### src/sv/sbfr_pkg.sv
// Shared types and constants for the serial radio frame receiver.
// No dependencies; imported by every module of the block.
`default_nettype none

package sbfr_pkg;

  localparam int FRAME_BYTES = 24;
  localparam int POS_W       = 5;
  localparam int LANE_W      = 4;
  localparam int CHAN_BYTES  = 10;
  localparam int RAW_W       = CHAN_BYTES * 8;
  localparam int CHAN_W      = 11;
  localparam int OUT_W       = 13;
  localparam int NUM_CHANS   = 7;
  localparam int COUNT_W     = 16;
  localparam int OFFSET_W    = 12;

  localparam logic [POS_W-1:0] FRAME_LEN      = POS_W'(FRAME_BYTES);
  localparam logic [POS_W-1:0] FIRST_LOAD_POS = 5'd11;
  localparam logic [POS_W-1:0] LAST_LOAD_POS  = 5'd20;
  localparam logic [POS_W-1:0] READ_LEAD      = 5'd10;
  localparam logic [POS_W-1:0] FLAG_ADDR      = 5'd23;

  localparam logic [7:0] SYNC_BYTE = 8'h0F;
  localparam int LOST_BIT     = 2;
  localparam int FAILSAFE_BIT = 3;

  localparam logic CMD_BYTE = 1'b0;
  localparam logic CMD_TICK = 1'b1;

  localparam logic REG_GAP    = 1'b0;
  localparam logic REG_OFFSET = 1'b1;

  localparam logic [COUNT_W-1:0]  GAP_RESET    = 16'd8;
  localparam logic [OFFSET_W-1:0] OFFSET_RESET = 12'd1980;

  typedef struct packed {
    logic             wr_en;
    logic [POS_W-1:0] wr_addr;
    logic [7:0]       wr_data;
    logic             rd_en;
    logic [POS_W-1:0] rd_addr;
  } ram_req_t;

  // Says what the word coming back from the frame RAM is for.
  typedef struct packed {
    logic              load;
    logic [LANE_W-1:0] lane;
    logic              emit;
  } rd_tag_t;

endpackage

`default_nettype wire

### src/sv/sbfr_frame_ram.sv
// Frame byte store: one write port and one read port, read data registered.
// Depends on sbfr_pkg.
`default_nettype none

module sbfr_frame_ram
  import sbfr_pkg::*;
(
  input  wire logic     clk,
  input  wire ram_req_t req,
  output logic [7:0]    rd_data
);

  logic [7:0] mem [FRAME_BYTES];

  always_ff @(posedge clk) begin
    if (req.wr_en) begin
      mem[req.wr_addr] <= req.wr_data;
    end
    if (req.rd_en) begin
      rd_data <= mem[req.rd_addr];
    end
  end

endmodule

`default_nettype wire

### src/sv/sbfr_cfg_regs.sv
// APB-style register file holding the sync gap and channel offset.
// Depends on sbfr_pkg.
`default_nettype none

module sbfr_cfg_regs
  import sbfr_pkg::*;
(
  input  wire logic                clk,
  input  wire logic                rst,
  input  wire logic                psel,
  input  wire logic                penable,
  input  wire logic                pwrite,
  input  wire logic [2:0]          paddr,
  input  wire logic [31:0]         pwdata,
  output logic [31:0]              prdata,
  output logic                     pready,
  output logic [COUNT_W-1:0]       gap_ticks,
  output logic [OFFSET_W-1:0]      channel_offset
);

  logic wr;
  logic idx;

  assign pready = 1'b1;
  assign wr     = psel && penable && pwrite;
  assign idx    = paddr[2];

  always_ff @(posedge clk) begin
    if (rst) begin
      gap_ticks      <= GAP_RESET;
      channel_offset <= OFFSET_RESET;
    end else if (wr) begin
      case (idx)
        REG_GAP:    gap_ticks      <= pwdata[COUNT_W-1:0];
        REG_OFFSET: channel_offset <= pwdata[OFFSET_W-1:0];
        default:    ;
      endcase
    end
  end

  always_comb begin
    case (idx)
      REG_GAP:    prdata = {16'd0, gap_ticks};
      REG_OFFSET: prdata = {20'd0, channel_offset};
      default:    prdata = 32'd0;
    endcase
  end

endmodule

`default_nettype wire

### src/sv/sbfr_sync_ctrl.sv
// Frame sync, byte position and heartbeat tracking; drives the frame RAM.
// Depends on sbfr_pkg.
`default_nettype none

module sbfr_sync_ctrl
  import sbfr_pkg::*;
(
  input  wire logic               clk,
  input  wire logic               rst,
  input  wire logic               in_valid,
  output logic                    in_stall,
  input  wire logic               cmd,
  input  wire logic [7:0]         rx_byte,
  input  wire logic [COUNT_W-1:0] gap_ticks,
  input  wire logic               out_valid,
  output ram_req_t                req,
  output rd_tag_t                 tag
);

  logic [POS_W-1:0]   byte_pos, byte_pos_next;
  logic [COUNT_W-1:0] tick_count, tick_count_next;
  logic [COUNT_W-1:0] frame_start_time, frame_start_time_next;
  logic               frame_emitted, frame_emitted_next;
  rd_tag_t            tag_next;

  logic               acc, is_byte, restart, store, emit, busy;
  logic [COUNT_W-1:0] elapsed;
  logic [POS_W-1:0]   pos_eff, lane_pos;
  logic               emitted_eff;

  // Hold the input whenever all frame bytes are stored, the frame is not yet
  // reported and the result path is still occupied.
  assign busy     = out_valid || tag.emit;
  assign in_stall = (byte_pos == FRAME_LEN) && !frame_emitted && busy;
  assign acc      = in_valid && !in_stall;

  always_comb begin
    is_byte     = (cmd == CMD_BYTE);
    elapsed     = tick_count - frame_start_time;
    restart     = is_byte && (rx_byte == SYNC_BYTE) && (elapsed >= gap_ticks);
    pos_eff     = restart ? '0 : byte_pos;
    emitted_eff = restart ? 1'b0 : frame_emitted;
    store       = is_byte && (pos_eff < FRAME_LEN);
    emit        = is_byte && !store && !emitted_eff;
    lane_pos    = pos_eff - FIRST_LOAD_POS;

    req.wr_en   = acc && store;
    req.wr_addr = pos_eff;
    req.wr_data = rx_byte;
    req.rd_en   = 1'b0;
    req.rd_addr = pos_eff - READ_LEAD;

    tag_next = '0;
    tag_next.lane = lane_pos[LANE_W-1:0];
    if (acc && store && (pos_eff >= FIRST_LOAD_POS) && (pos_eff <= LAST_LOAD_POS)) begin
      req.rd_en     = 1'b1;
      tag_next.load = 1'b1;
    end else if (acc && emit) begin
      req.rd_en     = 1'b1;
      req.rd_addr   = FLAG_ADDR;
      tag_next.emit = 1'b1;
    end

    tick_count_next       = tick_count;
    frame_start_time_next = frame_start_time;
    byte_pos_next         = byte_pos;
    frame_emitted_next    = frame_emitted;
    if (acc) begin
      if (!is_byte) begin
        tick_count_next = tick_count + 1'b1;
      end else begin
        if (restart) begin
          frame_start_time_next = tick_count;
        end
        byte_pos_next      = store ? pos_eff + 1'b1 : pos_eff;
        frame_emitted_next = emit ? 1'b1 : emitted_eff;
      end
    end
  end

  always_ff @(posedge clk) begin
    if (rst) begin
      byte_pos         <= '0;
      tick_count       <= '0;
      frame_start_time <= '0;
      frame_emitted    <= 1'b0;
      tag              <= '0;
    end else begin
      byte_pos         <= byte_pos_next;
      tick_count       <= tick_count_next;
      frame_start_time <= frame_start_time_next;
      frame_emitted    <= frame_emitted_next;
      tag              <= tag_next;
    end
  end

endmodule

`default_nettype wire

### src/sv/sbfr_chan_unpack.sv
// Channel byte collection, offset adders, status counters and output register.
// Depends on sbfr_pkg.
`default_nettype none

module sbfr_chan_unpack
  import sbfr_pkg::*;
(
  input  wire logic                clk,
  input  wire logic                rst,
  input  wire rd_tag_t             tag,
  input  wire logic [7:0]          rd_data,
  input  wire logic [OFFSET_W-1:0] channel_offset,
  input  wire logic                out_stall,
  output logic                     out_valid,
  output logic [OUT_W-1:0]         chan [NUM_CHANS],
  output logic                     link_ok,
  output logic [COUNT_W-1:0]       lost_frames,
  output logic [COUNT_W-1:0]       failsafe_frames
);

  logic [RAW_W-1:0] raw;

  // Channel bytes 1..10 arrive in order; place each in its lane.
  always_ff @(posedge clk) begin
    if (tag.load) begin
      for (int i = 0; i < CHAN_BYTES; i++) begin
        if (tag.lane == LANE_W'(i)) begin
          raw[i*8 +: 8] <= rd_data;
        end
      end
    end
  end

  always_ff @(posedge clk) begin
    if (tag.emit) begin
      for (int k = 0; k < NUM_CHANS; k++) begin
        chan[k] <= {2'b00, raw[k*CHAN_W +: CHAN_W]} + {1'b0, channel_offset};
      end
      link_ok <= !rd_data[FAILSAFE_BIT];
    end
  end

  always_ff @(posedge clk) begin
    if (rst) begin
      out_valid       <= 1'b0;
      lost_frames     <= '0;
      failsafe_frames <= '0;
    end else if (tag.emit) begin
      out_valid       <= 1'b1;
      lost_frames     <= lost_frames + COUNT_W'(rd_data[LOST_BIT]);
      failsafe_frames <= failsafe_frames + COUNT_W'(rd_data[FAILSAFE_BIT]);
    end else if (out_valid && !out_stall) begin
      out_valid <= 1'b0;
    end
  end

endmodule

`default_nettype wire

### src/sv/sbus_frame_receiver_decoder.sv
// Top level of the serial radio frame receiver and channel decoder.
// Depends on sbfr_pkg, sbfr_cfg_regs, sbfr_frame_ram, sbfr_sync_ctrl, sbfr_chan_unpack.
//
// Usage:
//   Input channel (in_valid/in_stall, cmd, rx_byte): one word per cycle while not
//   stalled, either a received byte (cmd 0) or a heartbeat tick (cmd 1). A word is
//   taken at each edge where in_valid is high and in_stall is low.
//   Output channel (out_valid/out_stall): one decoded frame per word, seven
//   offset channels, link_ok and the lost/failsafe counters.
//   Throughput: one input word every cycle while in_stall is low. The frame RAM
//   has one write and one read port; channel bytes are read back while later
//   bytes of the frame are still arriving, so the completing byte only needs the
//   flag byte read. The completing byte starts a registered read of the flag
//   byte, and the result built from it is registered in the output register.
//   in_stall rises only when a frame is ready to complete while the previous
//   result is still waiting in the output register; it drops once taken.
//   Reset (rst, synchronous): clears position, tick and start-time state, the
//   counters and both registers to their defaults. The frame RAM is not
//   cleared; a frame is only reported after all its bytes were written.
//   Registers (APB, write only while idle): 0x0 gap_ticks, 0x4 channel_offset.
`default_nettype none

module sbus_frame_receiver_decoder
  import sbfr_pkg::*;
(
  input  wire logic        clk,
  input  wire logic        rst,
  // input words
  input  wire logic        in_valid,
  output logic             in_stall,
  input  wire logic        cmd,
  input  wire logic [7:0]  rx_byte,
  // results
  output logic             out_valid,
  input  wire logic        out_stall,
  output logic [12:0]      chan_one,
  output logic [12:0]      chan_two,
  output logic [12:0]      chan_three,
  output logic [12:0]      chan_four,
  output logic [12:0]      chan_five,
  output logic [12:0]      chan_six,
  output logic [12:0]      chan_seven,
  output logic             link_ok,
  output logic [15:0]      lost_frames,
  output logic [15:0]      failsafe_frames,
  // configuration
  input  wire logic        psel,
  input  wire logic        penable,
  input  wire logic        pwrite,
  input  wire logic [2:0]  paddr,
  input  wire logic [31:0] pwdata,
  output logic [31:0]      prdata,
  output logic             pready
);

  logic [COUNT_W-1:0]  gap_ticks;
  logic [OFFSET_W-1:0] channel_offset;
  ram_req_t            req;
  rd_tag_t             tag;
  logic [7:0]          rd_data;
  logic [OUT_W-1:0]    chan [NUM_CHANS];

  sbfr_cfg_regs u_cfg (
    .clk            (clk),
    .rst            (rst),
    .psel           (psel),
    .penable        (penable),
    .pwrite         (pwrite),
    .paddr          (paddr),
    .pwdata         (pwdata),
    .prdata         (prdata),
    .pready         (pready),
    .gap_ticks      (gap_ticks),
    .channel_offset (channel_offset)
  );

  // Sync detection and position tracking; issues RAM writes and read-backs.
  sbfr_sync_ctrl u_ctrl (
    .clk       (clk),
    .rst       (rst),
    .in_valid  (in_valid),
    .in_stall  (in_stall),
    .cmd       (cmd),
    .rx_byte   (rx_byte),
    .gap_ticks (gap_ticks),
    .out_valid (out_valid),
    .req       (req),
    .tag       (tag)
  );

  sbfr_frame_ram u_ram (
    .clk     (clk),
    .req     (req),
    .rd_data (rd_data)
  );

  // Collect channel bytes, add the offset and hold the result word.
  sbfr_chan_unpack u_unpack (
    .clk             (clk),
    .rst             (rst),
    .tag             (tag),
    .rd_data         (rd_data),
    .channel_offset  (channel_offset),
    .out_stall       (out_stall),
    .out_valid       (out_valid),
    .chan            (chan),
    .link_ok         (link_ok),
    .lost_frames     (lost_frames),
    .failsafe_frames (failsafe_frames)
  );

  assign chan_one   = chan[0];
  assign chan_two   = chan[1];
  assign chan_three = chan[2];
  assign chan_four  = chan[3];
  assign chan_five  = chan[4];
  assign chan_six   = chan[5];
  assign chan_seven = chan[6];

endmodule

`default_nettype wire

### config.mk
export PLATFORM = sky130hd
export DESIGN_NAME = sbus_frame_receiver_decoder
export DESIGN_NICKNAME = d
export VERILOG_FILES = /design/src/sv/sbfr_pkg.sv /design/src/sv/sbfr_frame_ram.sv /design/src/sv/sbfr_cfg_regs.sv /design/src/sv/sbfr_sync_ctrl.sv /design/src/sv/sbfr_chan_unpack.sv /design/src/sv/sbus_frame_receiver_decoder.sv
export SDC_FILE = /design/constraint.sdc
export NUM_CORES = 1
export LEC_CHECK = 0
export CORE_MARGIN = 2
export CORE_UTILIZATION = 45
export CTS_CLUSTER_DIAMETER = 60
export DETAILED_ROUTE_END_ITERATION = 7
export DONT_BUFFER_PORTS = 1
export GPL_ROUTABILITY_DRIVEN = 0
export PLACE_DENSITY = 0.63
export SYNTH_ARGS = -nofsm -noshare
export SYNTH_HDL_FRONTEND = slang
export SYNTH_SLANG_ARGS = --single-unit
### constraint.sdc
create_clock -name clk -period 5.95 [get_ports clk]
set_clock_uncertainty 0.05 [all_clocks]
set_input_delay 0.2975 -clock clk [delete_from_list [all_inputs] [get_ports clk]]
set_output_delay 0.2975 -clock clk [all_outputs]
set_load 0.02 [all_outputs]
# Word level (Yosys, flattened, before mapping)
# Memories as Yosys holds them, arrays and structs flattened. A register that Yosys moved wholly into a read port is not among the register bits.
# Cells that the tools add are included.
dict set report op_classes {
  muxes 14
  n_reduce_logical 40
  bitwise 2
  order_cmp 4
  n_addsub 14
  n_eq_ne 11
}
# op count
set ops {}
lappend ops {{$add 11x12->13} 7}
lappend ops {{$pmux 32 s2} 1}
lappend ops {{$add 16x1->16} 2}
lappend ops {{$reduce_and 2->1} 14}
lappend ops {{$add 16x1->16 const B} 1}
lappend ops {{$eq 4x3->1 const B} 4}
lappend ops {{$ge 16x16->1} 1}
lappend ops {{$sub 16x16->16} 1}
lappend ops {{$logic_and 1x1->1} 15}
lappend ops {{$mux 5} 3}
lappend ops {{$mux 1} 9}
lappend ops {{$eq 4x2->1 const B} 2}
lappend ops {{$eq 4x4->1 const B} 2}
lappend ops {{$eq 8x4->1 const B} 1}
lappend ops {{$logic_not 1->1} 6}
lappend ops {{$mux 6} 1}
lappend ops {{$add 5x1->5 const B} 1}
lappend ops {{$eq 5x5->1 const B} 1}
lappend ops {{$ge 5x4->1 const B} 1}
lappend ops {{$le 5x5->1 const B} 1}
lappend ops {{$lt 5x5->1 const B} 1}
lappend ops {{$sub 5x4->5 const B} 1}
lappend ops {{$eq 4x1->1 const B} 1}
lappend ops {{$logic_not 4->1} 1}
lappend ops {{other kinds (6)} 7}
dict set report totals {
  ff_bits 274
  wordCells 116
  in_bits 51
  mem_bits_rw 192
  memories 1
}
# name depth word_bits read_ports rd_ports_with_merged_regs wr line
set memory_table {}
lappend memory_table {u_ram.mem 24 8 1 1 1 sbfr_frame_ram.sv:13} ;# logic [7:0] mem [FRAME_BYTES];

# Depth between registers and ports, before layout
# Gate-level depths: netlist of the first run.
dict set report depth {
  ltp_word 12
  ltp_mapped 29
}

# By module
# A second synthesis of the first run with hierarchy kept.
dict set report unflattened {
  hier_cells 1725
  hier_area_um2 22644.2
}
# module cells_per_inst area_each_um2 n_inst
set modules_own_cells {}
lappend modules_own_cells {sbfr_chan_unpack 800 10116.0 1}
lappend modules_own_cells {sbfr_frame_ram 383 7800.0 1}
lappend modules_own_cells {sbfr_sync_ctrl 387 3219.3 1}
lappend modules_own_cells {sbfr_cfg_regs 155 1508.9 1}

# Worst setup path before layout of the first run
# No wires, ideal clock.
dict set report synth_path {
  path_kind {register -> register}
  from {reg u_ctrl.frame_start_time[2]}
  to {reg u_ram.rd_data[4] (read register of u_ram.mem), data pin}
  setup_time_ps 267
  path_slack_ps 92
  required_ps 5633
  t_arrival_ps 5541
  n_path_buf 3
  period_less_slack_ps 5858
  stages_incl_launch_ff 27
  path_cell_list {dfxtp_1 inv_1 ha_1 nor2b_1 o21a_1 o21a_1 o211ai_1 a21oi_1 o31ai_1 o211ai_1 ha_1 nand4_1 nor4_1 a32oi_4 a31o_2 buf_2 buf_2 nand2_1 inv_1 ha_1 o31ai_1 a41oi_2 buf_4 mux2i_1 o22ai_1 nor4_1 nand4_1}
}
dict set report synth_between {
  elab_chain_cells 12
  elab_cells_between_ends 21
  classes_between {add/sub: 2; order compare: 4; mux: 5; reduce/logical: 10}
}
# element line
set synth_lines {}
lappend synth_lines {{from (decl)} sbfr_sync_ctrl.sv:22} ;# logic [COUNT_W-1:0] frame_start_time, frame_start_time_next;
lappend synth_lines {{from (signal assigned)} sbfr_sync_ctrl.sv:91} ;# frame_start_time <= frame_start_time_next;
lappend synth_lines {{$sub 16x16->16 *} sbfr_sync_ctrl.sv:39} ;# elapsed = tick_count - frame_start_time;
lappend synth_lines {{$ge 16x16->1 *} sbfr_sync_ctrl.sv:40} ;# restart = is_byte && (rx_byte == SYNC_BYTE) && (elapsed >= gap_ticks);
lappend synth_lines {{$logic_and 1x1->1 *} sbfr_sync_ctrl.sv:40}
lappend synth_lines {{$mux 5} sbfr_sync_ctrl.sv:41} ;# pos_eff = restart ? '0 : byte_pos;
lappend synth_lines {{$lt 5x5->1} sbfr_sync_ctrl.sv:43} ;# store = is_byte && (pos_eff < FRAME_LEN);
lappend synth_lines {{$logic_and 1x1->1} sbfr_sync_ctrl.sv:43}
lappend synth_lines {{$logic_not 1->1} sbfr_sync_ctrl.sv:44} ;# emit = is_byte && !store && !emitted_eff;
lappend synth_lines {{$logic_and 1x1->1 (2 in a row)} sbfr_sync_ctrl.sv:44}
lappend synth_lines {{$logic_and 1x1->1} sbfr_sync_ctrl.sv:58} ;# end else if (acc && emit) begin
lappend synth_lines {{$mux 6} sbfr_sync_ctrl.sv:58}
lappend synth_lines {{$mux 5 / $mux 1 (equally long branches)} sbfr_sync_ctrl.sv:55} ;# if (acc && store && (pos_eff >= FIRST_LOAD_POS) && (pos_eff <= LAST_LOAD_POS)) begin
lappend synth_lines {{to (decl)} sbfr_frame_ram.sv:10} ;# output logic [7:0] rd_data
# Mark *: on every way between the ends. The rest lies on a longest branch, timed or not.
# A chain may end at the register's enable or synchronous reset.

# Worst setup path after layout of the first run
dict set report layout_path {
  from {reg u_ctrl.tick_count[0]}
  to {reg u_ram.rd_data[1] (read register of u_ram.mem), data pin}
}
dict set report layout_between {
  elab_chain_cells 12
  elab_cells_between_ends 21
  classes_between {add/sub: 2; order compare: 4; mux: 5; reduce/logical: 10}
}
# element line
set layout_lines {}
lappend layout_lines {{from (decl)} sbfr_sync_ctrl.sv:21} ;# logic [COUNT_W-1:0] tick_count, tick_count_next;
lappend layout_lines {{from (signal assigned)} sbfr_sync_ctrl.sv:90} ;# tick_count <= tick_count_next;
lappend layout_lines {{$sub 16x16->16 *} sbfr_sync_ctrl.sv:39}
lappend layout_lines {{$ge 16x16->1 *} sbfr_sync_ctrl.sv:40}
lappend layout_lines {{$logic_and 1x1->1 *} sbfr_sync_ctrl.sv:40}
lappend layout_lines {{$mux 5} sbfr_sync_ctrl.sv:41}
lappend layout_lines {{$lt 5x5->1} sbfr_sync_ctrl.sv:43}
lappend layout_lines {{$logic_and 1x1->1} sbfr_sync_ctrl.sv:43}
lappend layout_lines {{$logic_not 1->1} sbfr_sync_ctrl.sv:44}
lappend layout_lines {{$logic_and 1x1->1 (2 in a row)} sbfr_sync_ctrl.sv:44}
lappend layout_lines {{$logic_and 1x1->1} sbfr_sync_ctrl.sv:58}
lappend layout_lines {{$mux 6} sbfr_sync_ctrl.sv:58}
lappend layout_lines {{$mux 5 / $mux 1 (equally long branches)} sbfr_sync_ctrl.sv:55}
# Marks and branches as above.

==> results.json, run 1 <==
{
  "cts_made_buffers": 54,
  "use_met1_pct": 27.3,
  "viasPerCell": 5.58,
  "tightest_slew_ns": 1.24,
  "netlist_instances": 1926,
  "leakagePower_nw": 9.09,
  "worst_setup_path_end_kind": "flop",
  "slowest_delay_ns": 0.36,
  "drcViolationCount": 0,
  "use_met3_pct": 4.94,
  "yosysWarnings": 0,
  "ios": 210,
  "wl_per_cell_um": 20.3,
  "clk_pin_slew_ns": 0.06,
  "setup_slack_ns": 0.294,
  "fp-row-count": 81,
  "mostFrequentLayoutCells": "edfxtp_1 (369), nand2_1 (192), nor2_1 (179), ha_1 (118), dfxtp_1 (104)",
  "drt_pass1_iterations": 5,
  "synth_ff_type": "edfxtp_1",
  "route.antenna.remaining_nets": 0,
  "gr-usage-all-layers_pct": 20.9,
  "htreeDepth": 2,
  "netlist_area_um2": 22500,
  "period_share_pct": 95.1,
  "power_density_nw_per_um2": 289,
  "cp-start-kind": "flop",
  "antenna_found_initial": 2,
  "top_usage_layer": "met2",
  "hpwl_mm": 36.9,
  "critPathBufInv": 7,
  "maxSlewHeadroom_pct": 16.8,
  "whs_ns": 0.0245,
  "ys_async_sr_fraction_pct": 0,
  "overflow": 0,
  "yosysUniqueCellTypes": 77,
  "status": "finished clean",
  "syn2layout_area_growth_pct": 14.3,
  "layout_commonest_cell": "edfxtp_1",
  "layout-drive-gt1-share_pct": 9.25,
  "via_count": 15069,
  "reg2reg_depth": 30,
  "wl_mm": 54.8,
  "hold_depth": 2,
  "ir_drop_mv": 0.240,
  "critical_path_required_ns": 6.24,
  "cpMostUsedCell": "buf_4",
  "clock_latency_ns": 0.61,
  "critPathSlowestCell": "fa_2",
  "final_nets": 2169,
  "critical-path-top-delay-family": "compound AO/OA/AOI/OAI gates",
  "initial_utilization_pct": 45.7,
  "grt_max_degree": 106,
  "first_global_vias": 14486,
  "max_cap_viol_count": 0,
  "synth-seq-cells": 474,
  "max_freq_mhz": 177,
  "die_w_um": 227,
  "critical_path_class": "reg -> reg",
  "p_total_mw": 7.43,
  "place_ws_ns": 0.106,
  "die_h_um": 227,
  "yosysSeqAreaShare_pct": 58.6,
  "core_um2": 49200,
  "synth-edff-count": 369,
  "setup_viol": 0,
  "cp_max_fo": 5,
  "report.final.slew_viol_count": 0,
  "portBuffers": 0,
  "hold_viol_final": 0,
  "period_minus_slack_ns": 5.66,
  "grt_pass1_wl_mm": 82.5,
  "cp.depth": 30,
  "cp_data_arrival_time_ns": 5.95,
  "syn_area_per_cell_um2": 11.7,
  "clockRootBuffer": "clkbuf_16",
  "cts_tree": "done",
  "clock_path_buffers": 3,
  "min-delay-path-class": "in -> reg",
  "grtUsageMet2_pct": 34.0,
  "first_iter_violations": 1114,
  "dieArea_um2": 51800,
  "clkSinkCount": 474
}
## per-stage QoR
stage                     cell area [µm²]  TNS (ns)  utilization (%)  cells
after floorplan                     22500         0                -   1941
after global placement              23300         0             47.3   2561
after detailed placement            23300         0             47.3   2561
after CTS                           25400         0             51.8   2689
after global routing                25700   -0.0262             52.3   2700
final                               25700         0             52.3   2701
## worst paths after layout
kind	from	slack, ns	end
hold reg to reg	u_cfg.gap_ticks[7]	0.41	u_cfg.gap_ticks[7]
hold / removal	rst	0.02	u_ctrl.tag[3]
setup reg to reg	u_ctrl.tick_count[0]	0.29	u_ram.rd_data[1]
setup / recovery	u_ctrl.tick_count[0]	0.29	u_ram.rd_data[1]
## metal layers
layer / vias up / part of all wire, %
met4: 0 / 3.3
met3: 106 / 7.4
met5: - / 0
met2: 538 / 47
li1: 7122 / -
met1: 7303 / 42
## flip-flops by register name, summed over array words and instances (netlist names)
register and cells:
u_ctrl.tick_count 16, u_ram.mem 192, u_cfg.channel_offset 12, u_unpack.lost_frames 16
u_ctrl.byte_pos 5, u_unpack.out_valid 1, u_unpack.chan 91, u_unpack.failsafe_frames 16
u_unpack.link_ok 1, u_cfg.gap_ticks 16, u_ctrl.frame_emitted 1, u_ram.rd_data 8
u_unpack.raw 77, u_ctrl.tag 6, u_ctrl.frame_start_time 16
## Yosys cell counts, types with 8 or more instances
library cell  count  area share [%]
a21boi_0         18            0.60
a21o_1           11            0.37
a21oi_1         104             2.3
a31oi_1           9            0.25
and2_1           30            0.83
and3_1           23            0.64
buf_2            11            0.24
buf_4            22            0.73
clkbuf_1         39            0.65
dfxtp_1         105             9.4
edfxtp_1        369              49
fa_1              8            0.71
ha_1            120             6.7
inv_1            87             1.5
mux2i_1          49             2.2
nand2_1         193             3.2
nand2b_1         21            0.58
nand3_1          46             1.0
nand3b_1         19            0.63
nand4_1          18            0.50
nor2_1          180             3.0
nor2b_1          26            0.72
nor3_1           44            0.98
nor4_1           11            0.31
o2111ai_1         9            0.35
o211ai_1         13            0.43
o21a_1            9            0.30
o21ai_0          52             1.2
o22ai_1          33            0.92
or2_2            12            0.33
or3_1            13            0.36
xnor2_1          70             2.7
xor2_1           37             1.4
## cells by family after synthesis
| family | after synthesis | share of synthesized area, % |
|---|---|---|
| AND/OR/NAND/NOR | 662 | 14.1 |
| flip-flops | 474 | 58.6 |
| AO/OA/AOI/OAI | 327 | 9.64 |
| buffers and inverters | 169 | 3.40 |
| adder cells (fa/ha/maj) | 128 | 7.39 |
| XOR/XNOR | 107 | 4.17 |
| multiplexers | 57 | 2.58 |
| other | 2 | 0.0334 |
## final cells by class
type	instances	area, µm²
clock buffer	59	1370
antenna	5	12.5
fill	4168	23500
tap	664	831
multi-input combinational	1298	8740
timing repair buffer	73	736
inverter	89	334
sequential	474	13200
clock inverter	39	483
## where the power goes
part	internal (mW)	switching [mW]	leakage (nW)
combinational	0.161	0.261	4.02
sequential	3.57	0.0180	4.18
clock	2.07	1.35	0.898
total	5.80	1.63	9.09
## timing repair
item                                    in CTS  in global routing
endpoints found under the setup margin       0                  8
resized for setup                            0                 22
buffers inserted                             0                  5
hold buffers                                30                  0
endpoints found under the hold margin      297                  0
No activity file was read; power rests on OpenSTA's default activity.
==> inputs of run 2 (changes only) <==
--- a/config.mk
+++ b/config.mk
@@ -5,13 +5,15 @@
 export SDC_FILE = /design/constraint.sdc
 export NUM_CORES = 1
 export LEC_CHECK = 0
+export CELL_PAD_IN_SITES_DETAIL_PLACEMENT = 0
+export CELL_PAD_IN_SITES_GLOBAL_PLACEMENT = 1
 export CORE_MARGIN = 2
 export CORE_UTILIZATION = 45
 export CTS_CLUSTER_DIAMETER = 60
 export DETAILED_ROUTE_END_ITERATION = 7
 export DONT_BUFFER_PORTS = 1
 export GPL_ROUTABILITY_DRIVEN = 0
-export PLACE_DENSITY = 0.63
+export PLACE_DENSITY = 0.75
 export SYNTH_ARGS = -nofsm -noshare
 export SYNTH_HDL_FRONTEND = slang
 export SYNTH_SLANG_ARGS = --single-unit
==> run 2 against run 1 <==
Effect of this change: clock power fell by 8.5%; wire length fell by 0.63%; hold slack improved by 0.0044 ns; final cell count fell by 0.63%; largest cell class unchanged; first-iteration DRC count fell by 9.0%; largest power group unchanged; total power fell by 4.1%; via count fell by 1.4%.
==> results.json, run 2 (synthesized netlist as in run 1, its figures left out) <==
{
  "first_iter_violations": 1014,
  "gr-usage-all-layers_pct": 21.0,
  "hpwl_mm": 37.2,
  "initial_utilization_pct": 45.7,
  "route.antenna.remaining_nets": 0,
  "tns_ns": 0,
  "status": "finished clean",
  "dieArea_um2": 51800,
  "ir_drop_mv": 0.174,
  "core_um2": 49200,
  "grt_pass1_wl_mm": 82.5,
  "layout.area.seq_um2": 13200,
  "grt_max_degree": 106,
  "clock_path_buffers": 3,
  "fillers": 4237,
  "max_cap_viol_count": 0,
  "cts_made_buffers": 51,
  "cp_max_fo": 23,
  "fp-row-count": 81,
  "clockRootBuffer": "clkbuf_16",
  "min-delay-path-class": "in -> reg",
  "die_w_um": 227,
  "hold_viol_final": 0,
  "reg2reg_depth": 28,
  "critical_path_required_ns": 6.23,
  "cpMostUsedCell": "ha_1",
  "first_global_vias": 14419,
  "power_density_nw_per_um2": 281,
  "rsz0062_at_grt": "no",
  "critical-path-top-delay-family": "compound AO/OA/AOI/OAI gates",
  "cp.depth": 28,
  "mostFrequentLayoutCells": "edfxtp_1 (369), nand2_1 (193), nor2_1 (179), ha_1 (120), dfxtp_1 (104)",
  "wl_mm": 54.4,
  "max_freq_mhz": 179,
  "clk_pin_slew_ns": 0.06,
  "maxSlewHeadroom_pct": 17.3,
  "p_total_mw": 7.12,
  "r2r_start": "u_ctrl.tick_count[0]",
  "setup_viol": 0,
  "critPathBufInv": 5,
  "r2r_end": "u_ram.rd_data[6]",
  "critPathLaunch": "u_ctrl.tick_count[0]",
  "htreeDepth": 2,
  "overflow": 0,
  "critPathSlowestCell": "fa_1",
  "critical_path_class": "reg -> reg",
  "syn2layout_area_growth_pct": 12.6,
  "drt_pass1_iterations": 8,
  "top_regs": "u_ram.mem (192), u_unpack.chan (91), u_unpack.raw (77)",
  "utilization_pct": 51.5,
  "portBuffers": 0,
  "layout_commonest_cell": "edfxtp_1",
  "regMostFlops": "u_ram.mem",
  "cp-start-kind": "flop",
  "via_count": 14861,
  "final_nets": 2157,
  "endpoint": "u_ram.rd_data[6]",
  "clock_latency_ns": 0.59,
  "tightest_slew_ns": 1.23,
  "leakagePower_nw": 8.94,
  "period_share_pct": 93.8,
  "slowest_delay_ns": 0.41,
  "wl_per_cell_um": 20.3,
  "worst_setup_path_end_kind": "flop",
  "die_h_um": 227,
  "drcViolationCount": 0,
  "report.final.slew_viol_count": 0,
  "clkSinkCount": 474,
  "layout-drive-gt1-share_pct": 8.08,
  "period_minus_slack_ns": 5.58,
  "multi_input_area_um2": 8700,
  "rrSetupSlack_ns": 0.37,
  "largest_register_ffs": 192,
  "cp_data_arrival_time_ns": 5.86,
  "cts_tree": "done",
  "antenna_found_initial": 4,
  "ios": 210,
  "viasPerCell": 5.54
}
## run 2: per-stage QoR
stage / cell area [µm²] / setup slack (ns) / hold slack [ns] / cells
floorplan: 22500 / 0.0923 / 0.346 / 1941
global placement: 23200 / 0.0508 / 0.329 / 2558
detailed placement: 23200 / 0.00199 / 0.329 / 2558
CTS: 25200 / 0.0743 / 0.00554 / 2678
global route: 25300 / 0.0287 / 0.0482 / 2681
finish: 25300 / 0.371 / 0.0289 / 2684
## run 2: area by class of cell
cell class	instances	share of cell area (%)
antenna	3	0.0297
clock buffer	60	5.34
clock inverter	32	1.21
inverter	89	1.32
multi-input combinational	1298	34.4
sequential	474	52.1
tap	664	3.28
timing repair buffer	64	2.39
## run 2: per-layer routing
metal  track usage [%]  share of wire (%)
met5                 0              0.048
met4              8.69                3.7
met3              4.81                7.3
met2              34.5                 46
met1              26.8                 42
## run 2: worst register-to-register path: cells and delay by family (launching register included)
kind                       cells  cell delay, ns
AOI/OAI and AO/OA             13            2.14
adders and majority gates      4            1.23
buffers and inverters          5            0.73
and+or+nand+nor                5            0.64
DFF                            1            0.33
muxes                          1            0.24
## run 2: worst min path at each step
stage / from / endpoint / slack [ns] / cells past startpoint
CTS: cmd / u_ctrl.byte_pos[4] / 0.006 / 4
finish: rst / u_unpack.lost_frames[15] / 0.03 / 2
global route: paddr[2] / u_cfg.gap_ticks[10] / 0.05 / 4
detailed placement: rst / u_unpack.lost_frames[6] / 0.33 / 1
global placement: rst / u_unpack.lost_frames[3] / 0.33 / 1
floorplan: rx_byte[0] / u_ram.mem[0][0] / 0.35 / 0
## run 2: power breakdown
group	leakage (nW)	total, mW	switching (mW)	internal (mW)
logic	3.96	0.409	0.258	0.151
clock network	0.809	3.13	1.29	1.84
registers	4.18	3.59	0.0171	3.57
## run 2: what timing repair did
action,4_1_cts,5_1_grt
endpoints found under the hold margin,297,0
hold buffers,28,0
cloned,0,0
setup buffers,0,3
pin swaps,0,3
gates resized for setup,1,14
endpoints found under the setup margin,4,8
